File: config.mk
export PLATFORM = sky130hd
export DESIGN_NAME = v3au_back
export DESIGN_NICKNAME = d
export VERILOG_FILES = /design/src/rtl/core/v3au_pkg.sv /design/src/rtl/core/v3au_back.sv
export SDC_FILE = /design/constraint.sdc
export NUM_CORES = 1
export LEC_CHECK = 0
export ABC_AREA = 1
export BUFFER_PORTS_ARGS = -buffer_cell sky130_fd_sc_hd__buf_2
export CAP_MARGIN = 20
export CORE_AREA = 2 2 284 286
export DETAILED_ROUTE_END_ITERATION = 12
export DIE_AREA = 0 0 286 288
export SETUP_SLACK_MARGIN = 0.1
export SLEW_MARGIN = 0
export SYNTH_ARGS = -nofsm -noshare
export SYNTH_HDL_FRONTEND = slang
export SYNTH_SLANG_ARGS = --single-unit
File: constraint.sdc
create_clock -name clock -period 13.5 [get_ports clock]
set_clock_uncertainty 0.05 [all_clocks]
set_input_delay 1.35 -clock clock [delete_from_list [all_inputs] [get_ports clock]]
set_output_delay 1.35 -clock clock [all_outputs]
set_load 0.02 [all_outputs]
File: src/rtl/core/v3au_pkg.sv
package v3au_pkg;

   localparam int WORD_W     = 32;
   localparam int FRAC_BITS  = 16;
   localparam int LANES      = 3;
   localparam int PROD_W     = 2 * WORD_W;
   localparam int SUM_W      = PROD_W + 2;
   localparam int DIV_W      = WORD_W + FRAC_BITS;
   localparam int SQ_REM_W   = WORD_W + 1;
   localparam int SQRT_CELLS = WORD_W;
   localparam int DIV_CELLS  = DIV_W;

   // opcodes
   localparam logic [3:0] OP_ADD   = 4'd0;
   localparam logic [3:0] OP_SUB   = 4'd1;
   localparam logic [3:0] OP_MUL   = 4'd2;
   localparam logic [3:0] OP_DIV   = 4'd3;
   localparam logic [3:0] OP_ADD_S = 4'd4;
   localparam logic [3:0] OP_SUB_S = 4'd5;
   localparam logic [3:0] OP_MUL_S = 4'd6;
   localparam logic [3:0] OP_DIV_S = 4'd7;
   localparam logic [3:0] OP_SUM   = 4'd8;
   localparam logic [3:0] OP_DOT   = 4'd9;
   localparam logic [3:0] OP_MAGSQ = 4'd10;
   localparam logic [3:0] OP_MAG   = 4'd11;
   localparam logic [3:0] OP_NORM  = 4'd12;

   // what is still to be done to a beat in the chain
   localparam logic [1:0] KIND_EARLY = 2'd0;
   localparam logic [1:0] KIND_DIV   = 2'd1;
   localparam logic [1:0] KIND_MAG   = 2'd2;
   localparam logic [1:0] KIND_NORM  = 2'd3;

   typedef logic [WORD_W-1:0] word_type;

   localparam word_type WORD_MAX = {1'b0, {(WORD_W-1){1'b1}}};
   localparam word_type WORD_MIN = {1'b1, {(WORD_W-1){1'b0}}};

   typedef struct packed {
      logic [1:0]                        kind;
      logic [LANES-1:0]                  neg;
      logic [LANES-1:0][WORD_W-1:0]      er;
      word_type                          es;
      logic                              edz;
      logic [PROD_W-1:0]                 rad;
      logic [SQ_REM_W-1:0]               sq_rem;
      word_type                          root;
      logic [LANES-1:0][WORD_W-1:0]      dvsr;
      logic [LANES-1:0][WORD_W-1:0]      drem;
      logic [LANES-1:0][DIV_W-1:0]       work;
   } pipe_type;

   typedef struct packed {
      logic [LANES-1:0][WORD_W-1:0]      r;
      word_type                          s;
      logic                              dz;
   } res_type;

   function automatic word_type sat_word(input logic signed [SUM_W-1:0] v);
      logic signed [SUM_W-1:0] hi;
      logic signed [SUM_W-1:0] lo;
      hi = {{(SUM_W-WORD_W+1){1'b0}}, {(WORD_W-1){1'b1}}};
      lo = {{(SUM_W-WORD_W+1){1'b1}}, {(WORD_W-1){1'b0}}};
      if (v > hi) return WORD_MAX;
      if (v < lo) return WORD_MIN;
      return v[WORD_W-1:0];
   endfunction

endpackage

File: src/rtl/core/v3au_back.sv
module v3au_back (
   input  logic                               clock,
   input  logic                               reset,
   input  logic                               in_valid,
   input  v3au_pkg::pipe_type                 in_pipe,
   output logic                               chain_en,
   output logic                               rsp_valid,
   input  logic                               rsp_ready,
   output logic signed [v3au_pkg::WORD_W-1:0] rsp_r_x,
   output logic signed [v3au_pkg::WORD_W-1:0] rsp_r_y,
   output logic signed [v3au_pkg::WORD_W-1:0] rsp_r_z,
   output logic signed [v3au_pkg::WORD_W-1:0] rsp_scalar_out,
   output logic                               rsp_div_zero
);
   import v3au_pkg::*;

   localparam logic [DIV_W-1:0] Q_POS_LIM = DIV_W'(WORD_MAX);
   localparam logic [DIV_W-1:0] Q_NEG_LIM = DIV_W'(WORD_MIN);

   res_type  res;
   res_type  out_ff;
   res_type  skid_ff;
   logic     out_valid_ff;
   logic     skid_valid_ff;
   logic     take;
   logic     drain;
   word_type qv [LANES];

   // sign and saturate the quotients, pick the result
   always_comb begin
      for (int i = 0; i < LANES; i++) begin
         if (in_pipe.neg[i]) begin
            if (in_pipe.work[i] > Q_NEG_LIM) qv[i] = WORD_MIN;
            else                             qv[i] = ~in_pipe.work[i][WORD_W-1:0] + 1'b1;
         end else begin
            if (in_pipe.work[i] > Q_POS_LIM) qv[i] = WORD_MAX;
            else                             qv[i] = in_pipe.work[i][WORD_W-1:0];
         end
         res.r[i] = (in_pipe.kind == KIND_DIV) ? qv[i] : in_pipe.er[i];
      end
      res.s  = in_pipe.es;
      res.dz = in_pipe.edz;
   end

   assign chain_en = !skid_valid_ff;
   assign take     = in_valid && !skid_valid_ff;
   assign drain    = !out_valid_ff || rsp_ready;

   always_ff @(posedge clock) begin
      if (reset) begin
         out_valid_ff  <= 1'b0;
         skid_valid_ff <= 1'b0;
      end else if (drain) begin
         out_valid_ff  <= skid_valid_ff || take;
         skid_valid_ff <= 1'b0;
      end else if (take) begin
         skid_valid_ff <= 1'b1;
      end
   end

   always_ff @(posedge clock) begin
      if (drain)          out_ff  <= skid_valid_ff ? skid_ff : res;
      if (!drain && take) skid_ff <= res;
   end

   assign rsp_valid      = out_valid_ff;
   assign rsp_r_x        = out_ff.r[0];
   assign rsp_r_y        = out_ff.r[1];
   assign rsp_r_z        = out_ff.r[2];
   assign rsp_scalar_out = out_ff.s;
   assign rsp_div_zero   = out_ff.dz;

endmodule

==> flow_summary.ini, run 1 <==
[status]
status = finished, final reports clean

[clock_network]
cts_made_buffers = 34
clock_tree.buffer_depth = 3
htreeDepth = 2
post-cts-setup-buffers = 0
clkLatencyLatePin_ps = 550
cts_resized = 0
cts-root-buf = clkbuf_16
hold_buffers = 0
cts_tree = yes
clk_pin_slew_ps = 70
numClockSinks = 260

[global_route]
grt_max_degree = 118
grt_pass1_vias = 13994
grt-ovfl-total = 0
grt_pass1_wl_um = 85510
gr-usage-all-layers_pct = 13.54
antenna_found_initial = 32

[finish]
nNetsFinal = 2915
stdcell_count = 3407
drive_gt1_share_pct = 23.85
fillers = 8811
syn_to_final_growth_pct = 28.00

[floorplanning]
die_h_um = 288
initial_core_util_pct = 19.45
rows = 104
ioPinCount = 734
dieArea_mm2 = 0.08237
core_area_mm2 = 0.07964
die_width_um = 286

[yosys]
synth_edf_count = 258
yosys-top-cells-area = edfxtp_1, nand2_1, nand3_1
syn_avg_cell_area_um2 = 8.036
ys_warn_count = 0
syn_area_mm2 = 0.01549
yosys-top-cells-count = nand2_1, edfxtp_1, nor2_1
synth_top_area_cell = edfxtp_1
synth-seq-cells = 260
yosysUniqueCellTypes = 32
synth_nets = 2533
synth_most_common_cell = nand2_1
synth_top_area_share_pct = 50.03
ys.flop_type = edfxtp_1
async_flop_share_pct = 0
netlist_instances = 1927
ys_seq_area_share_pct = 50.29

[sta]
maxSlewViolCount = 0
relSlewSlack_pct = 28.12
finalSetupTns_ps = 0
setup_viol = 0
worst_pin_slew_ps = 1076
rsz0062_at_grt = no
fin_crit_sh_pct = 31.79
period_minus_slack_ps = 4291
fmax_ghz = 0.2330
hold_violations = 0

[placed_design]
numPortBuffers = 412
dpl.cell_count = 3333
dpl.hpwl_um = 42550
place.gp.congestion = 0.8779

[routing]
drt-vias-per-instance = 4.258
num_vias = 14507
drt-wirelength-per-cell_um = 16.89
drt_first_pass_iters = 5
wl_met2_um = 25040
drtIter0Drc = 917
wl_met3_um = 5225
maxUsedRoutingLayer = met5
routedLengthMet1_um = 25840
route.detailed.drc = 0
ant_nets = 0
drt-total-wl_um = 57530

[hold_path]
hold_path_depth = 2
hold_end = rsp_r_z[31]
hold_class = register to register
hp-start = skid_ff[128]

[critical_path]
critical_path_class = primary input to register
required_ps = 13750
reg2reg_depth = 4
regToRegSetupSlack_ps = 11080
start_kind = primary input
critPathMaxFanout = 45
r2r-start = skid_valid_ff
r2r_end = skid_ff[85]
critical_path.endpoint_type = register
crit_arrival_ps = 4540

[job]
cap_viol_max_count = 0

[power_and_ir_drop]
leakagePower_nw = 8.073
peakVddDrop_v = 0.00007314
pwr_density_cell_mw_per_mm2 = 113.5
-- kinds of logic (layout without fill, tap and decap cells) --
kind of cell             after synthesis  in the layout  share of synthesized area [%]
AO/OA/AOI/OAI                        195            195                          7.522
XOR/XNOR                              45             45                          2.545
adder cells (fa/ha/maj)                3              3                         0.2424
buffers and inverters                196            604                          5.235
flip-flops                           260            260                          50.29
other                                  0             12                              0
AND/OR/NAND/NOR                     1228           1228                          34.17
-- state kept, by name, indices dropped and copies added, names as in the netlist --
signal	count
skid_valid_ff	1
rsp_valid	1
rsp_r_y	32
rsp_r_x	32
rsp_div_zero	1
rsp_r_z	32
rsp_scalar_out	32
skid_ff	129
-- how the worst max path moves through the flow --
| stage | slack [ps] | from | depth (start not counted) | end |
|---|---|---|---|---|
| after detailed placement | 8580 | in_pipe[596] | 8 | rsp_r_z[27] |
| after floorplan | 2660 | rsp_ready | 3 | skid_ff[0] |
| after global placement | 8570 | in_pipe[596] | 8 | rsp_r_z[24] |
| after global routing | 8850 | in_pipe[596] | 8 | rsp_r_z[25] |
| final | 9210 | in_pipe[596] | 8 | rsp_r_z[27] |
| after CTS | 9190 | in_pipe[596] | 8 | rsp_r_z[27] |
-- layer usage --
metal | vias to the layer above | global-route usage (%)
met5 | - | 0
met4 | 40 | 3.285
li1 | 7223 | -
met2 | 518 | 21.16
met3 | 104 | 4.810
met1 | 6622 | 17.76
-- per-stage QoR --
step | hold slack (ps) | total power [W] | area (µm²) | utilization, % | setup WS [ps]
3_5_place_dp | 450.5 | 0.001315 | 18630 | 23.40 | 8582
6_report | 461.7 | 0.002249 | 19820 | 24.89 | 9209
4_1_cts | 462.9 | 0.002294 | 19790 | 24.85 | 9187
5_1_grt | 474.4 | 0.002355 | 19810 | 24.87 | 8851
3_3_place_gp | 448.5 | 0.001312 | 18630 | 23.40 | 8569
2_1_floorplan | 444.3 | 0.001165 | 15490 | - | 2659
-- worst max-delay path, stage by stage --
cell and delay [ps]:
buf_2 620, clkinv_1 840, nand2_1 440, clkinv_1 570, nor2_1 440, nand2_1 100, nand3_1 70, nand2_1 70
-- layout make-up --
class                           count  area (µm²)  area share [%]
Sequential cell                   260        7791           39.30
Multi-Input combinational cell   1471        6908           34.85
Timing Repair Buffer              423        2157           10.88
Tap cell                         1060        1326           6.691
Clock buffer                       41       877.1           4.425
Inverter                          119       449.2           2.266
Clock inverter                     21       284.0           1.433
Antenna cell                       12       30.03          0.1515
-- where the power goes --
| part | internal, W | switching, W | total [W] |
|---|---|---|---|
| sequential | 0.000949 | 0.0000136 | 0.000962 |
| combinational | 0.000113 | 0.000220 | 0.000333 |
| clock | 0.000568 | 0.000386 | 0.000954 |
-- cells in the final DEF (no fill, tap or decap), types with 3 or more instances in the layout --
| cell type | n |
|---|---|
| a21boi_0 | 42 |
| clkinv_2 | 3 |
| o21bai_1 | 8 |
| a21oi_1 | 69 |
| bufinv_16 | 5 |
| nor2_4 | 6 |
| inv_1 | 115 |
| xnor2_1 | 27 |
| clkinv_1 | 9 |
| nor2_1 | 257 |
| nand2_1 | 616 |
| o21ai_0 | 47 |
| nand4_1 | 25 |
| a31oi_1 | 11 |
| a21boi_1 | 15 |
| buf_2 | 412 |
| buf_4 | 10 |
| nand2_2 | 9 |
| or2_2 | 59 |
| diode_2 | 12 |
| nor2_2 | 5 |
| nand3_1 | 205 |
| xor2_1 | 18 |
| and2_1 | 12 |
| ha_1 | 3 |
| nor3_1 | 4 |
| clkbuf_1 | 7 |
| nand3b_1 | 28 |
| clkbuf_16 | 34 |
| edfxtp_1 | 258 |
No activity file was read; power rests on OpenSTA's default activity.
==> inputs of run 2 (changes only) <==
Settings changed: ABC_AREA 1 to 0, CORE_AREA 2 2 284 286 to 2 2 290 292, DIE_AREA 0 0 286 288 to 0 0 292 294.
Clock period 13.5 ns to 3.46 ns, I/O delays scaled along.
==> flow_summary.ini, run 2 <==
[status]
status = finished, final reports clean

[critical_path]
critPathMaxFanout = 67
required_ps = 3060
slowest_stage = buf_4
critical_path.endpoint_type = primary output
reg2reg_depth = 4
start_kind = register
critical_path_class = register to primary output
worstSetupEndpoint = chain_en
r2r_end = rsp_r_z[7]
r2r-start = skid_valid_ff
crit_arrival_ps = 2380
cp_cell_sequence = clkinv_2, buf_4, buf_2
startpoint = skid_valid_ff
critPathMaxStageDelay_ps = 730
regToRegSetupSlack_ps = 1170

[power_and_ir_drop]
combinationalPowerShare_pct = 15.7
intPower_w = 0.006230
swShare_pct = 26.66
leakagePower_nw = 7.362
peakVddDrop_v = 0.0003295
seqPwrFrac_pct = 44.2
pwr-share-clk_pct = 40.1
pwr_density_cell_mw_per_mm2 = 425.6
p_total_w = 0.008494
power.switching_w = 0.002265

[routing]
drt-wirelength-per-cell_um = 18.71
drt_first_pass_iters = 5
drt-vias-per-instance = 4.547
drt-total-wl_um = 55220
route.detailed.drc = 0
drtIter0Drc = 1100
ant_nets = 0
num_vias = 13424

[finish]
fillers = 8867
final_common_cell = buf_2
syn_to_final_growth_pct = 39.52
drive_gt1_share_pct = 34.98
nNetsFinal = 2446
largest_reg_flops = 129
fin_util_pct = 24.08
mostFrequentLayoutCells = buf_2, edfxtp_1, nor2_1, nand2_1, dlygate4sd3_1
largest-register = skid_ff

[hold_path]
hold_class = primary input to register

[floorplanning]
ioPinCount = 734
initial_core_util_pct = 17.26
die_h_um = 294
dieArea_mm2 = 0.08585
die_width_um = 292
core_area_mm2 = 0.08289
rows = 106

[global_route]
grt_pass1_wl_um = 81080
gr-usage-all-layers_pct = 12.18
antenna_found_initial = 12
grt-ovfl-total = 0
grt_max_degree = 132
grt_pass1_vias = 12810

[sta]
worst_pin_slew_ps = 987.2
setup_viol = 0
period_minus_slack_ps = 2772
fin_crit_sh_pct = 80.11
maxSlewViolCount = 0
hold_violations = 0
layout_setup_ws_ps = 688.2
fmax_ghz = 0.3608
finalSetupTns_ps = 0
relSlewSlack_pct = 34.19
rsz0062_at_grt = no

[clock_network]
clock_tree.buffer_depth = 3
post-cts-setup-buffers = 0
cts_made_buffers = 31
cts_tree = yes
numClockSinks = 260
clkLatencyLatePin_ps = 590
cts-root-buf = clkbuf_16
htreeDepth = 1
clk_pin_slew_ps = 60

[yosys]
synth-xor-area-share_pct = 0.2449
synth_compound_area_share_pct = 16.52
synth_edf_count = 258
async_flop_share_pct = 0
netlist_instances = 1325
synthAdderAreaFrac_pct = 0.2624
yosys-top-cells-count = edfxtp_1, nor2_1, nand2_1
ys_seq_area_share_pct = 54.44
synth_most_common_cell = edfxtp_1
synth-simple-area-share_pct = 19.20
synth-seq-cells = 260
synth_top_area_share_pct = 54.16
yosys-top-cells-area = edfxtp_1, mux2_2, nor2_1
ys_warn_count = 0
synthMuxAreaShare_pct = 6.114
ys.flop_type = edfxtp_1
synth_top_family_by_area = simple AND/OR/NAND/NOR gates
synth_top_area_cell = edfxtp_1
synth_nets = 1931
syn_area_mm2 = 0.01430
yosysUniqueCellTypes = 81
syn_avg_cell_area_um2 = 10.80

[placed_design]
numPortBuffers = 412
dpl.hpwl_um = 40580
place.gp.congestion = 0.9139
dp_slack_ps = 181.0

[job]
cap_viol_max_count = 0
run 2: cell count changes after synthesis, sizes merged, moves of 31 or more:
cell	delta
nand2	-497
nand3	-178
nor2	-136
inv	-85
mux2	+75
a21boi	-55
o31ai	+54
or2	-51
nor4	+47
nor3	+41
clkbuf	+31
run 2: final cells by class:
type	count	area, µm²	area share [%]
multi-input combinational	945	6091	30.52
clock inverter	19	224.0	1.122
tap	1080	1351	6.771
timing repair buffer	572	3533	17.70
sequential	260	7792	39.04
antenna	8	20.02	0.1003
inverter	30	113.9	0.5705
clock buffer	38	832.0	4.169
run 2: logic make-up (layout without fill, tap and decap cells):
kind of cell | after synthesis | after routing
simple gates | 537 | 537
compound gates | 323 | 323
flops | 260 | 260
buf+inv | 120 | 659
mux | 78 | 78
xor+xnor | 4 | 4
fa+ha+maj | 3 | 3
other cells | 0 | 8
run 2: critical path, delay by kind of cell (launching register included):
family                 cells  cell delay, ps
buffers and inverters      3            1150
flip-flops                 1             530
run 2: worst min path at each step:
stage	start	to	slack [ps]	depth (start not counted)
CTS	in_pipe[553]	skid_ff[88]	2	2
global route	in_pipe[555]	skid_ff[90]	9	2
global placement	skid_ff[49]	rsp_r_x[16]	460	2
finish	in_pipe[535]	skid_ff[70]	30	2
floorplan	reset	rsp_valid	360	1
detailed placement	skid_ff[40]	rsp_r_x[7]	460	2
run 2: metal layers:
| metal | wire [µm] | vias up | share of wire, % | track usage, % |
|---|---|---|---|---|
| li1 | - | 6278 | - | - |
| met1 | 24970 | 6401 | 45 | 16.64 |
| met2 | 23970 | 647 | 43 | 19.09 |
| met3 | 4923 | 86 | 8.9 | 3.323 |
| met4 | 1287 | 12 | 2.3 | 2.703 |
| met5 | 78 | - | 0.14 | 0 |
run 2: power by group through the flow:
stage | combinational [W] | sequential [W] | clock (W)
4_1_cts | 0.00133 | 0.00375 | 0.00351
5_1_grt | 0.00144 | 0.00377 | 0.00361
3_3_place_gp | 0.00124 | 0.00382 | 0
3_5_place_dp | 0.00125 | 0.00382 | 0
6_report | 0.00133 | 0.00375 | 0.00341
2_1_floorplan | 0.000451 | 0.00402 | 0
run 2: per-stage QoR:
step                instances  hold slack (ps)  cell area [µm²]
floorplan                1325            357.7            14330
global placement         2799            457.5            18000
detailed placement       2799            455.2            18000
CTS                      2944            1.501            19940
global route             2947            8.994            19950
finish                   2952            34.41            19960
run 2: timing repair:
action                                  in CTS  in global routing
endpoints found under the hold margin      109                  0
resized for setup                            0                  0
endpoints found under the setup margin       0                  0
hold buffers                                88                  0
==> inputs of run 3 (changes only) <==
Settings changed: ABC_AREA 0 to 1, CORE_AREA 2 2 290 292 to 2 2 284 286, DIE_AREA 0 0 292 294 to 0 0 286 288.
Clock period 3.46 ns to 2.9 ns, I/O delays scaled along.
==> flow_summary.ini, run 3 (synthesized netlist as in run 1, its figures left out) <==
[status]
status = finished, final reports clean

[floorplanning]
die_width_um = 286
ioPinCount = 734
rows = 104
die_h_um = 288
dieArea_mm2 = 0.08237
core_area_mm2 = 0.07964
initial_core_util_pct = 19.45

[finish]
mostFrequentLayoutCells = nand2_1, buf_2, edfxtp_1, nor2_1, nand3_1
seqCellArea_mm2 = 0.007795
final_cell_area_mm2 = 0.02040
largest_reg_flops = 129
drive_gt1_share_pct = 24.27
multi_input_area_mm2 = 0.006917
final_common_cell = nand2_1
largest-register = skid_ff
syn_to_final_growth_pct = 31.71
fin_util_pct = 25.61
fillers = 8750
nNetsFinal = 2975

[critical_path]
reg2reg_depth = 4
start_kind = register
critical_path_class = register to primary output
r2r-start = skid_valid_ff
crit_arrival_ps = 1740
critPathMaxFanout = 130
required_ps = 2560
startpoint = skid_valid_ff
critical_path.endpoint_type = primary output

[placed_design]
dpl.hpwl_um = 43630
numPortBuffers = 412
place.gp.congestion = 0.9378
placed_area_mm2 = 0.01889

[sta]
relSlewSlack_pct = 44.96
setup_viol = 0
maxSlewViolCount = 0
worst_pin_slew_ps = 825.5
hold_violations = 0
rsz0062_at_grt = no
fin_crit_sh_pct = 71.63
period_minus_slack_ps = 2077
fmax_ghz = 0.4814

[clock_network]
htreeDepth = 2
clock_tree.buffer_depth = 3
cts-root-buf = clkbuf_16
clkLatencyLatePin_ps = 540
post-cts-setup-buffers = 0
numClockSinks = 260
cts_resized = 0
clk_pin_slew_ps = 60
cts_tree = yes
hold_buffers = 38
cts_made_buffers = 34

[global_route]
grt-ovfl-total = 0
grt_pass1_wl_um = 87690
grt_max_degree = 131
antenna_found_initial = 31
gr-usage-all-layers_pct = 13.87
grt_pass1_vias = 14369

[routing]
route.detailed.drc = 0
drt-total-wl_um = 58810
drt-wirelength-per-cell_um = 16.96
drt_first_pass_iters = 5
drtIter0Drc = 906
drt-vias-per-instance = 4.303
ant_nets = 0
num_vias = 14917

[hold_path]
hp-start = in_pipe[529]
hold_class = primary input to register
hold_path_depth = 3

[power_and_ir_drop]
peakVddDrop_v = 0.0003572
leakagePower_nw = 8.330
pwr_density_cell_mw_per_mm2 = 508.9

[job]
cap_viol_max_count = 0
run 3: path summary, 6_finish.rpt:
| path | end | slack [ps] |
|---|---|---|
| max | chain_en | 820 |
| max reg2reg | rsp_valid | 1040 |
| min | skid_ff[64] | 40 |
| min reg2reg | rsp_r_y[8] | 440 |
run 3: final cells by class:
type                       instances  share of cell area [%]
antenna                           13                  0.1595
clock buffer                      43                   4.441
clock inverter                    18                  0.9324
inverter                         119                   2.221
multi-input combinational       1471                   33.91
sequential                       260                   38.22
tap                             1060                   6.502
timing repair buffer             483                   13.62
run 3: critical path: stages, from the launching register on:
cell and delay (ps):
dfxtp_4 360, inv_4 60, buf_12 430, buf_2 280
run 3: power by group:
group          switching, W  internal (W)
Sequential        0.0000636       0.00441
Clock               0.00177       0.00250
Combinational       0.00106      0.000577
Total               0.00289       0.00749
run 3: per-stage QoR:
stage                     TNS (ps)  total power (W)  setup WS (ps)  hold slack [ps]  instances
final                            0          0.01038          822.9            40.66       3467
after detailed placement         0         0.006154          378.4            404.1       3355
after CTS                        0          0.01055          707.6           0.4788       3454
after global placement           0         0.006140          396.3            405.5       3355
after floorplan             -62510         0.005408         -484.6            299.4       1927
after global routing             0          0.01084          686.3            39.82       3460
run 3: per-layer routing:
| metal | vias up | routed length (µm) | global-route usage (%) | part of all wire, % |
|---|---|---|---|---|
| met5 | - | 149 | 0 | 0.25 |
| met4 | 26 | 1242 | 3.442 | 2.1 |
| met3 | 103 | 6240 | 4.834 | 11 |
| met2 | 613 | 25550 | 21.57 | 43 |
| met1 | 6862 | 25630 | 18.30 | 44 |
| li1 | 7313 | - | - | - |
