[config.mk]
export PLATFORM = sky130hd
export DESIGN_NAME = v3au_sqrt_cell
export DESIGN_NICKNAME = d
export VERILOG_FILES = /design/src/rtl/core/v3au_pkg.sv /design/src/rtl/core/v3au_sqrt_cell.sv
export SDC_FILE = /design/constraint.sdc
export NUM_CORES = 1
export LEC_CHECK = 0
export BUFFER_PORTS_ARGS = -buffer_cell sky130_fd_sc_hd__buf_4
export CORE_AREA = 2 2 464 466
export CTS_CLUSTER_DIAMETER = 30
export DETAILED_ROUTE_END_ITERATION = 12
export DIE_AREA = 0 0 466 468
export GPL_ROUTABILITY_DRIVEN = 1
export PLACE_DENSITY = 0.37
export SYNTH_ARGS = -nofsm -noshare
export SYNTH_HDL_FRONTEND = slang
export SYNTH_SLANG_ARGS = --single-unit
export TNS_END_PERCENT = 30
[constraint.sdc]
create_clock -name clock -period 2.8 [get_ports clock]
set_clock_uncertainty 0.05 [all_clocks]
set_input_delay 0.28 -clock clock [delete_from_list [all_inputs] [get_ports clock]]
set_output_delay 0.28 -clock clock [all_outputs]
set_load 0.1 [all_outputs]
[src/rtl/core/v3au_pkg.sv]
package v3au_pkg;

   localparam int WORD_W     = 32;
   localparam int FRAC_BITS  = 16;
   localparam int LANES      = 3;
   localparam int PROD_W     = 2 * WORD_W;
   localparam int SUM_W      = PROD_W + 2;
   localparam int DIV_W      = WORD_W + FRAC_BITS;
   localparam int SQ_REM_W   = WORD_W + 1;
   localparam int SQRT_CELLS = WORD_W;
   localparam int DIV_CELLS  = DIV_W;

   // opcodes
   localparam logic [3:0] OP_ADD   = 4'd0;
   localparam logic [3:0] OP_SUB   = 4'd1;
   localparam logic [3:0] OP_MUL   = 4'd2;
   localparam logic [3:0] OP_DIV   = 4'd3;
   localparam logic [3:0] OP_ADD_S = 4'd4;
   localparam logic [3:0] OP_SUB_S = 4'd5;
   localparam logic [3:0] OP_MUL_S = 4'd6;
   localparam logic [3:0] OP_DIV_S = 4'd7;
   localparam logic [3:0] OP_SUM   = 4'd8;
   localparam logic [3:0] OP_DOT   = 4'd9;
   localparam logic [3:0] OP_MAGSQ = 4'd10;
   localparam logic [3:0] OP_MAG   = 4'd11;
   localparam logic [3:0] OP_NORM  = 4'd12;

   // what is still to be done to a beat in the chain
   localparam logic [1:0] KIND_EARLY = 2'd0;
   localparam logic [1:0] KIND_DIV   = 2'd1;
   localparam logic [1:0] KIND_MAG   = 2'd2;
   localparam logic [1:0] KIND_NORM  = 2'd3;

   typedef logic [WORD_W-1:0] word_type;

   localparam word_type WORD_MAX = {1'b0, {(WORD_W-1){1'b1}}};
   localparam word_type WORD_MIN = {1'b1, {(WORD_W-1){1'b0}}};

   typedef struct packed {
      logic [1:0]                        kind;
      logic [LANES-1:0]                  neg;
      logic [LANES-1:0][WORD_W-1:0]      er;
      word_type                          es;
      logic                              edz;
      logic [PROD_W-1:0]                 rad;
      logic [SQ_REM_W-1:0]               sq_rem;
      word_type                          root;
      logic [LANES-1:0][WORD_W-1:0]      dvsr;
      logic [LANES-1:0][WORD_W-1:0]      drem;
      logic [LANES-1:0][DIV_W-1:0]       work;
   } pipe_type;

   typedef struct packed {
      logic [LANES-1:0][WORD_W-1:0]      r;
      word_type                          s;
      logic                              dz;
   } res_type;

   function automatic word_type sat_word(input logic signed [SUM_W-1:0] v);
      logic signed [SUM_W-1:0] hi;
      logic signed [SUM_W-1:0] lo;
      hi = {{(SUM_W-WORD_W+1){1'b0}}, {(WORD_W-1){1'b1}}};
      lo = {{(SUM_W-WORD_W+1){1'b1}}, {(WORD_W-1){1'b0}}};
      if (v > hi) return WORD_MAX;
      if (v < lo) return WORD_MIN;
      return v[WORD_W-1:0];
   endfunction

endpackage

[src/rtl/core/v3au_sqrt_cell.sv]
module v3au_sqrt_cell (
   input  logic               clock,
   input  logic               reset,
   input  logic               en,
   input  logic               in_valid,
   input  v3au_pkg::pipe_type in_pipe,
   output logic               out_valid,
   output v3au_pkg::pipe_type out_pipe
);
   import v3au_pkg::*;

   logic [SQ_REM_W+1:0] trem;
   logic [SQ_REM_W+1:0] trial;
   logic [SQ_REM_W+1:0] diff;
   logic                ge;
   pipe_type            pipe_in;
   pipe_type            pipe_ff;
   logic                valid_ff;

   // one root bit per cell, two radicand bits in
   always_comb begin
      trem    = {in_pipe.sq_rem, in_pipe.rad[PROD_W-1 -: 2]};
      trial   = (SQ_REM_W+2)'({in_pipe.root, 2'b01});
      diff    = trem - trial;
      ge      = trem >= trial;
      pipe_in = in_pipe;
      pipe_in.sq_rem = ge ? diff[SQ_REM_W-1:0] : trem[SQ_REM_W-1:0];
      pipe_in.root   = {in_pipe.root[WORD_W-2:0], ge};
      pipe_in.rad    = {in_pipe.rad[PROD_W-3:0], 2'b00};
   end

   always_ff @(posedge clock) begin
      if (reset)   valid_ff <= 1'b0;
      else if (en) valid_ff <= in_valid;
   end

   always_ff @(posedge clock) begin
      if (en) pipe_ff <= pipe_in;
   end

   assign out_valid = valid_ff;
   assign out_pipe  = pipe_ff;

endmodule

==> impl_results.md, run 1 <==
* Outcome: finished, final reports clean
* DR vias at 18.60k
* Compound-Gate Fraction of Synth Area at 4.187%
* Worst min-delay path class: input pin to register
* Main flop type after synthesis: edfxtp_1
* Max Slew Vio Count at 0
* Clock root buffer: clkbuf_16
* Initial core utilization at 9.636%
* Area share of the largest cell type after synthesis at 87.20%
* GPL Wtd Cong at 0.8544
* Chip width at 466 um
* CP Buf/Inv Count at 5
* Die height at 468 um
* Commonest non-fill, non-tap cell in the layout: buf_4
* Number of max-cap violations at 0
* Yosys reg bits at 598
* Remaining antenna violation count at 0
* Die area at 218100 sq um
* Clk sinks at about 600
* Tmin final at roughly 2.8 ns
* Core ar. at 213300 sq um
* Crit start category: input pin
* Syn_area_per_cell at 21.39 sq um
* Synth Area in Adders at 2.069%
* Share of cells above drive strength 1 at 51.68%
* Fillers at 22.74k
* Sw power at about 14 mW
* Setup CP Type: input pin to register
* Skew-Pair Late Insertion Delay at 0.79 ns
* Drt pass-1 iters at 5
* Critical Path AT at 3.20 ns
* Worst EP required at 3.25 ns
* Worst-margin pin slew at 0.5013 ns
* Post-synth EDFFs at between 500 and 600
* Vias in the first global route at between 15k and 20k
* Static Leak at 19.34 nW
* CTS max path bufs at 3
* Routed wire length per instance at 25.31 um
* Post-Synth XOR/XNOR Area at 1.065%
* RSZ-0062 raised after global routing: no
* Num CTS Buffers at 191
* Yosys cell types at 59
* Initial DRC Count at 862
* Initial antenna violation count at 118
* H-tree level count at 4
* Hold Crit Start: in_pipe[373]
* Detail Placement HPWL at approximately 130000 um
* Num rows at 170
* Crit path max fanout at 4
* Cell count after synthesis at 961
* Nets at 3717
* Largest net degree at the start of global routing at 87
* Vias per cell at 3.051
* Largest family of logic cells by synthesized area: compound AO/OA/AOI/OAI gates
* WHS Path Cells at 5
* F_max at roughly 360 MHz
* Final hold violation count at 0
* Power Density at just over 900 nW/um^2
* CTS tree: done
* Flop pwr share at between 20 and 30%
* Worst path depth at 13
* Seq/Total Area, Yosys at 87.30%
* DRT Wirelength at 154400 um
* Yosys warnings at 0
* Overflow after GRT at 0
* Total track usage at 13.55%
* Reg-to-Reg Start: out_valid
* Slowest CP cell: dlygate4sd3_1
* Final setup violation count at 0
* FFs w/ async S/R, synth at 0%
* Clock power share at 51.2%
* Most frequent CP cell: buf_4
* Hold_ws at 0.1127 ns
* Nature of the critical path endpoint: register
* Mux cell area share after synthesis at about 1.6%
* I/O pin count at ~1.2k
* VDD IR max at approximately 0.00066 V
* Commonest non-fill, non-tap cells in the layout: buf_4, dlygate4sd3_1, edfxtp_1
* Post-synth top area cell: edfxtp_1
* Combinational share of power at a little under a quarter
* CP delay by family, top: buffers and inverters
* Sw Share at 33.10%
* R2R depth at 3
* Internal power at 28.54 mW
* Synthesized area at 20560 sq um
* CTS clk-pin slew, worst paths at ~0.04 ns
* Worst setup path startpoint: in_pipe[379]
* Worst path cell trace: dlygate4sd3_1, buf_4, ha_1, nand2_1, o21ai_0, buf_4, a21oi_1, a2111oi_4, o211ai_4, and2_4, inv_8, clkbuf_16, mux2_4
* Slew HR at between 60% and 70%
* First-pass GRT wire length at roughly 190000 um
* IO Port Bufs at 1200
* Part of the cycle the worst path needs at roughly 98%
* Post-route DRC at 0
* Area contributors post-synth: edfxtp_1, ha_1, mux2_4, a21oi_1, inv_1
* Area delta synth->final at 128.9%
* Total Power at about 43 mW
* Max incr delay on CP at between 0.6 and 0.7 ns
* Simple-Gate Fraction of Synth Area at 2.392%
[tightest hold or removal path, cell delays in order]
cell,delay [ns]
buf_4,0.10
ha_4,0.13
nor2_1,0.05
xnor2_1,0.12
mux2_4,0.13
[power groups by stage]
stage,clock (mW),combinational (mW),sequential (mW)
2_1_floorplan,0,0.582,16.4
3_3_place_gp,0,9.03,11.2
3_5_place_dp,0,9.02,11.2
4_1_cts,22.4,9.89,11.1
5_1_grt,22.9,10.1,11.1
6_report,21.8,9.75,11.1
[sequential cells by signal (all words and copies together), names as in the netlist]
name       flops
out_pipe     597
out_valid      1
[cells by family (layout without fill, tap and decap cells)]
family,after synthesis,count (layout)
xor+xnor,25,25
buf+inv,56,2335
compound gates,122,122
fa+ha+maj,34,34
flops,598,598
mux,24,24
other cells,1,21
simple gates,101,101
[per-layer routing]
layer	part of all wire (%)	vias to the layer above	wire length (um)	global-route usage (%)
met5	0.17	-	260	0
met4	3.0	40	4686	4.083
met3	14	373	21400	8.489
met2	45	1164	69790	21.45
met1	38	8865	58220	14.92
li1	-	8160	-	-
[cell usage after synthesis, types with 2 or more instances]
| master | n |
|---|---|
| mux2_4 | 18 |
| inv_1 | 45 |
| nor3_1 | 9 |
| o211ai_1 | 3 |
| buf_12 | 3 |
| a221o_1 | 2 |
| a2111oi_0 | 3 |
| xor2_1 | 7 |
| mux2_2 | 4 |
| or3_1 | 5 |
| a41oi_1 | 2 |
| nor2_1 | 26 |
| a2111oi_4 | 2 |
| edfxtp_1 | 597 |
| clkbuf_1 | 4 |
| o21a_1 | 9 |
| nor3b_1 | 2 |
| nor4_1 | 3 |
| xnor2_1 | 18 |
| a21oi_1 | 35 |
| and3_1 | 2 |
| o21ai_0 | 25 |
| a211oi_1 | 3 |
| nand3_1 | 12 |
| nand2_1 | 26 |
| mux2i_1 | 2 |
| o31ai_1 | 5 |
| a211o_1 | 2 |
| a31oi_1 | 4 |
| nor2b_1 | 2 |
| buf_4 | 2 |
| nand4_1 | 3 |
| ha_1 | 34 |
| or2_2 | 3 |
| a21o_1 | 11 |
| o41ai_1 | 2 |
| and4_1 | 4 |
[path summary, 6_finish.rpt]
path	end	slack (ns)
worst min-delay path	out_pipe[376]	0.11
worst max register to register	out_valid	1.60
worst max-delay path	out_pipe[385]	0.04
worst min register to register	out_valid	1.02
[timing repair]
item	4_1_cts	5_1_grt
hold buffers	600	2
setup buffers	0	0
pin swaps	0	4
hold endpoints to repair	634	2
gates resized for setup	1	12
cloned	0	1
endpoints found under the setup margin	1	24
[final cells by class]
cell class	count	area, sq um	share of cell area, %
Clock buffer	226	4954	10.53
Clock inverter	128	1620	3.443
Antenna cell	19	47.55	0.1010
Timing Repair Buffer	1935	16270	34.56
Inverter	46	195.2	0.4147
Tap cell	2838	3551	7.545
Multi-Input combinational cell	308	2481	5.272
Sequential cell	598	17950	38.14
[stage by stage]
step	util (%)	setup TNS [ns]	instance area, sq um	setup slack [ns]	instances
final	22.06	0	47060	0.04421	6098
after floorplan	-	-3.633	20690	-0.1857	962
after global placement	16.10	-15.58	34350	-0.9131	5123
after global routing	22.05	0	47050	0.002181	6092
after detailed placement	16.10	-15.87	34350	-0.8703	5123
after CTS	22.00	0	46930	0.007033	6077
Power figures use the tool's default switching activity.
==> run 2, diff against run 1 <==
--- a/config.mk
+++ b/config.mk
@@ -12,6 +12,7 @@
 export DIE_AREA = 0 0 466 468
 export GPL_ROUTABILITY_DRIVEN = 1
 export PLACE_DENSITY = 0.37
+export RECOVER_POWER = 100
 export SYNTH_ARGS = -nofsm -noshare
 export SYNTH_HDL_FRONTEND = slang
 export SYNTH_SLANG_ARGS = --single-unit
==> run 2 against run 1 <==
  * Non-clock buffer count did not move
  * Sequential share of layout area grew 2.1 points
  * Global-route usage did not move
  * Critical path depth did not move
  * Wire length decreased by 0.43%
  * Cell count barely moved
  * Critical path type unchanged
  * Largest cell class unchanged
  * Largest power group unchanged
==> impl_results.md, run 2 (synthesis results as in run 1) <==
* Slowest CP cell: dlygate4sd3_1
* Clock root buffer: clkbuf_16
* Critical Path AT at 3.20 ns
* Vias in the first global route at 19.94k
* Overflow after GRT at 0
* Part of the cycle the worst path needs at 98.15%
* CTS clk-pin slew, worst paths at around 0.04 ns
* Multi-input gate area at 2475 sq um
* Largest net degree at the start of global routing at 87
* Worst EP required at 3.25 ns
* Sequential Area at 17950 sq um
* Final hold violation count at 0
* Detail Placement HPWL at approximately 130000 um
* Post-route DRC at 0
* Flop pwr share at a little over a quarter
* Die height at 468 um
* Most frequent CP cell: buf_4
* Initial DRC Count at 800
* Clk sinks at about 600
* Area delta synth->final at 117.2%
* Tmin final at 2.748 ns
* VDD IR max at 0.0006462 V
* Num CTS Buffers at between 150 and 200
* Combinational share of power at 21.6%
* Worst min-delay path class: input pin to register
* Routed wire length per instance at 25.19 um
* Post-Layout Inst Area at around 45000 sq um
* Final setup margin at 0.05190 ns
* Share of cells above drive strength 1 at 38.63%
* Max incr delay on CP at 0.61 ns
* Initial antenna violation count at roughly 120
* DR vias at 18.61k
* Nature of the critical path endpoint: register
* CP delay by family, top: buffers and inverters
* Number of flip-flops in the largest register at around 600
* Crit start category: input pin
* Dpl ws at -0.8703 ns
* Initial core utilization at 9.636%
* GPL Wtd Cong at 0.8544
* Max Slew Vio Count at 0
* Worst-margin pin slew at 1.367 ns
* CP Buf/Inv Count at 5
* Remaining antenna violation count at 0
* Die area at 218100 sq um
* Commonest non-fill, non-tap cell in the layout: dlygate4sd3_1
* First-pass GRT wire length at around 190000 um
* Setup Fix Bufs, Post-CTS at 0
* Final setup violation count at 0
* Placed cell areas at 34350 sq um
* Nets at 3717
* Vias per cell at 3.050
* Static Leak at approximately 17 nW
* Slew HR at around 9%
* Worst path cell trace: dlygate4sd3_1, buf_4, ha_1, nand2_1, o21ai_0, buf_4, a21oi_1, a2111oi_4, o211ai_4, and2_4, inv_8, clkbuf_16, mux2_4
* Num rows at 170
* Outcome: finished, final reports clean
* Chip width at 466 um
* Commonest non-fill, non-tap cells in the layout: dlygate4sd3_1, edfxtp_1, clkbuf_4
* DRT Wirelength at roughly 150000 um
* Internal power at around 28 mW
* CTS max path bufs at 3
* I/O pin count at 1203
* F_max at 363.9 MHz
* Fillers at 23.28k
* Clock power share at 52.0%
* IO Port Bufs at about 1.2k
* CTS tree: done
* Sw power at roughly 14 mW
* Total track usage at 13.55%
* Drt pass-1 iters at 4
* H-tree level count at 4
* Skew-Pair Late Insertion Delay at 0.79 ns
* Number of max-cap violations at 0
* Core ar. at 213300 sq um
* Setup CP Type: input pin to register
* RSZ-0062 raised after global routing: no
* Crit path max fanout at 4
* Sw Share at 33.57%
* Power Density at approximately 940 nW/um^2
## run 2: path summary, 6_finish.rpt
kind,from,to,slack [ns],cells past startpoint
setup / recovery,in_pipe[379],out_pipe[384],0.05,13
hold / removal,in_pipe[373],out_pipe[376],0.11,5
setup reg to reg,out_valid,out_valid,1.59,3
hold reg to reg,out_valid,out_valid,1.01,3
## run 2: through the flow
stage,hold slack (ns),total power [mW],TNS (ns),util (%),instances
3_5_place_dp,0.3919,20.22,-15.87,16.10,5123
4_1_cts,0.03239,43.37,0,22.00,6077
3_3_place_gp,0.3881,20.24,-15.58,16.10,5123
2_1_floorplan,0.3024,17.02,-3.633,-,962
5_1_grt,0.08366,43.46,0,20.92,6092
6_report,0.1117,41.98,0,20.93,6100
## run 2: routing by layer
layer | up-vias | track usage (%) | part of all wire [%]
met5 | - | 0 | 0.15
met4 | 38 | 4.083 | 3.2
met3 | 379 | 8.489 | 14
met2 | 1159 | 21.45 | 45
met1 | 8859 | 14.92 | 38
li1 | 8170 | - | -
## run 2: timing repair
action,CTS,global route
pin swaps,0,4
gates cloned,0,1
endpoints found under the hold margin,634,2
hold buffers,600,2
gates resized for setup,1,12
endpoints found under the setup margin,1,24
## run 2: layout make-up
type,instances,share of cell area (%)
multi-input cells,308,5.542
well taps,2838,7.952
clock inverters,128,3.629
flip-flops and latches,598,40.19
diodes,21,0.1177
repair buffers,1935,31.04
clock buffers,226,11.09
inverters,46,0.4371
## run 2: power groups by stage
| stage | Combinational [mW] | Clock [mW] | Sequential (mW) |
|---|---|---|---|
| 6_report | 9.08 | 21.8 | 11.1 |
| 5_1_grt | 9.44 | 22.9 | 11.1 |
| 4_1_cts | 9.89 | 22.4 | 11.1 |
| 3_5_place_dp | 9.02 | 0 | 11.2 |
| 3_3_place_gp | 9.03 | 0 | 11.2 |
| 2_1_floorplan | 0.582 | 0 | 16.4 |
## run 2: tightest hold or removal path, stage by stage
cell and delay, ns:
buf_4 0.10, ha_4 0.13, nor2_1 0.05, xnor2_1 0.12, mux2_4 0.13
==> run 3, diff against run 2 <==
--- a/config.mk
+++ b/config.mk
@@ -11,8 +11,8 @@
 export DETAILED_ROUTE_END_ITERATION = 12
 export DIE_AREA = 0 0 466 468
 export GPL_ROUTABILITY_DRIVEN = 1
-export PLACE_DENSITY = 0.37
 export RECOVER_POWER = 100
+export SLEW_MARGIN = 20
 export SYNTH_ARGS = -nofsm -noshare
 export SYNTH_HDL_FRONTEND = slang
 export SYNTH_SLANG_ARGS = --single-unit
==> run 3 against run 2 <==
  * Cell count is 0.48% lower
  * Critical path depth is 1 higher
  * Maximum frequency is 0.43% higher
  * Critical endpoint is now out_pipe[371]
  * The run now ends with max-capacitance violations, max-slew violations left
==> impl_results.md, run 3 (synthesis results as in run 1) <==
* Num rows at 170
* Overflow after GRT at 0
* Tmin final at ~2.7 ns
* Vias in the first global route at 20.19k
* Final hold violation count at 0
* Crit start category: input pin
* Worst min-delay path class: input pin to register
* CTS clk-pin slew, worst paths at 0.04 ns
* Commonest non-fill, non-tap cells in the layout: dlygate4sd3_1, edfxtp_1, clkbuf_4
* Detail Placement HPWL at 158000 um
* Vias per cell at approximately 3.1
* IO Port Bufs at 1200
* Remaining antenna violation count at 0
* Fillers at 23.17k
* Slowest CP cell: dlygate4sd3_1
* Routed wire length per instance at 30.22 um
* Largest net degree at the start of global routing at 65
* Critical Path AT at 3.20 ns
* Hold_ws at 0.1168 ns
* Part of the cycle the worst path needs at 97.73%
* Nature of the critical path endpoint: register
* Max Slew Vio Count at 36
* Most frequent CP cell: inv_1
* Static Leak at between 15 and 20 nW
* Core ar. at 213300 sq um
* Clock root buffer: clkbuf_16
* Total Power at 40.13 mW
* VDD IR max at 0.0007459 V
* Post-Place Cells at 5129
* DR vias at 19.02k
* Initial core utilization at around a tenth
* Total track usage at about 16%
* Post-route setup TNS at 0 ns
* Share of cells above drive strength 1 at about 41%
* Skew-Pair Late Insertion Delay at approximately 0.8 ns
* Initial DRC Count at 1107
* Failing checks: max-capacitance violations, max-slew violations
* Worst EP required at 3.26 ns
* Power Density at about 910 nW/um^2
* Crit path max fanout at 7
* First-pass GRT wire length at roughly 220000 um
* Final setup margin at 0.06355 ns
* Number of max-cap violations at 1
* H-tree level count at 4
* Outcome: finished, violations left
* GPL Wtd Cong at 0.9106
* DRT Wirelength at 183500 um
* CTS max path bufs at 3
* Slew HR at -26.25%
* Chip width at 466 um
* F_max at 365.4 MHz
* Final setup violation count at 0
* Setup CP Type: input pin to register
* Clk sinks at 598
* Num CTS Buffers at 175
* Number of flip-flops in the largest register at 597
* Post-route DRC at 0
* CTS tree: done
* Worst path cell trace: dlygate4sd3_1, buf_4, inv_1, ha_4, inv_1, o21ba_2, o21ai_4, o2111ai_4, a2111oi_4, o211ai_4, and2_4, inv_8, buf_12, mux2_2
* Dpl ws at -0.4445 ns
* Drt pass-1 iters at 5
* I/O pin count at 1203
* Layout Cells excl Fill at 6071
* Area delta synth->final at 115.0%
* Die area at about 220000 sq um
* Initial antenna violation count at 167
* Die height at ~470 um
* Max incr delay on CP at 0.52 ns
* Nets at ~3.7k
* Worst-margin pin slew at 1.894 ns
* Commonest non-fill, non-tap cell in the layout: dlygate4sd3_1
run 3: cell types whose count changed in the layout (fill, tap and decap cells not counted), sizes merged:
cell           previous run  this run
buf                     145       173
bufinv                   31        18
clkbuf                 1414      1371
clkdlybuf4s25             0         1
clkinv                   89        76
clkinvlp                  4        17
dlymetal6s4s              3         0
inv                      50        51
run 3: power by group:
group          internal (mW)  leakage [nW]  switching (mW)
Sequential              10.8          5.85           0.327
Clock                   13.1          2.79            6.55
Combinational           1.85          8.70            7.52
Total                   25.7          17.3            14.4
run 3: final cells by class:
type                    count  area [sq um]  area share (%)
multi-input cells         308          2517           5.695
repair buffers           1941         14040           31.76
inverters                  46         192.7          0.4359
well taps                2838          3551           8.033
clock buffers             203          4484           10.14
diodes                     21         52.55          0.1189
flip-flops and latches    598         17950           40.60
clock inverters           116          1419           3.210
run 3: critical path: cells and delay by family:
kind	cells	cell delay, ns
AO/OA/AOI/OAI	5	1.20
buffers and inverters	6	0.92
multiplexers	1	0.33
adder cells (fa/ha/maj)	1	0.27
AND/OR/NAND/NOR	1	0.18
run 3: path summary, 6_finish.rpt:
| check | from | to | slack, ns | cells after the start |
|---|---|---|---|---|
| max reg2reg | out_valid | out_valid | 1.59 | 3 |
| max | in_pipe[350] | out_pipe[371] | 0.06 | 14 |
| min | in_pipe[373] | out_pipe[376] | 0.12 | 5 |
| min reg2reg | out_valid | out_valid | 0.99 | 3 |
run 3: per-stage QoR:
stage          util (%)  area (sq um)
2_1_floorplan         -         20690
6_report          20.72         44200
5_1_grt           20.71         44170
3_3_place_gp      16.10         34340
4_1_cts           21.67         46240
3_5_place_dp      16.10         34340
run 3: timing repair:
| item | 4_1_cts | 5_1_grt |
|---|---|---|
| setup endpoints to repair | 0 | 25 |
| hold endpoints to repair | 617 | 1 |
| gates resized for setup | 0 | 15 |
| hold buffers | 599 | 1 |
| setup buffers | 0 | 3 |
run 3: routing by layer:
| metal | GRT usage [%] | wire length, um | vias to the layer above | part of all wire [%] |
|---|---|---|---|---|
| li1 | - | - | 8110 | - |
| met1 | 15.55 | 60040 | 9069 | 33 |
| met2 | 28.03 | 88400 | 1353 | 48 |
| met3 | 11.33 | 28520 | 476 | 16 |
| met4 | 4.580 | 6420 | 14 | 3.5 |
| met5 | 0 | 84 | - | 0.046 |
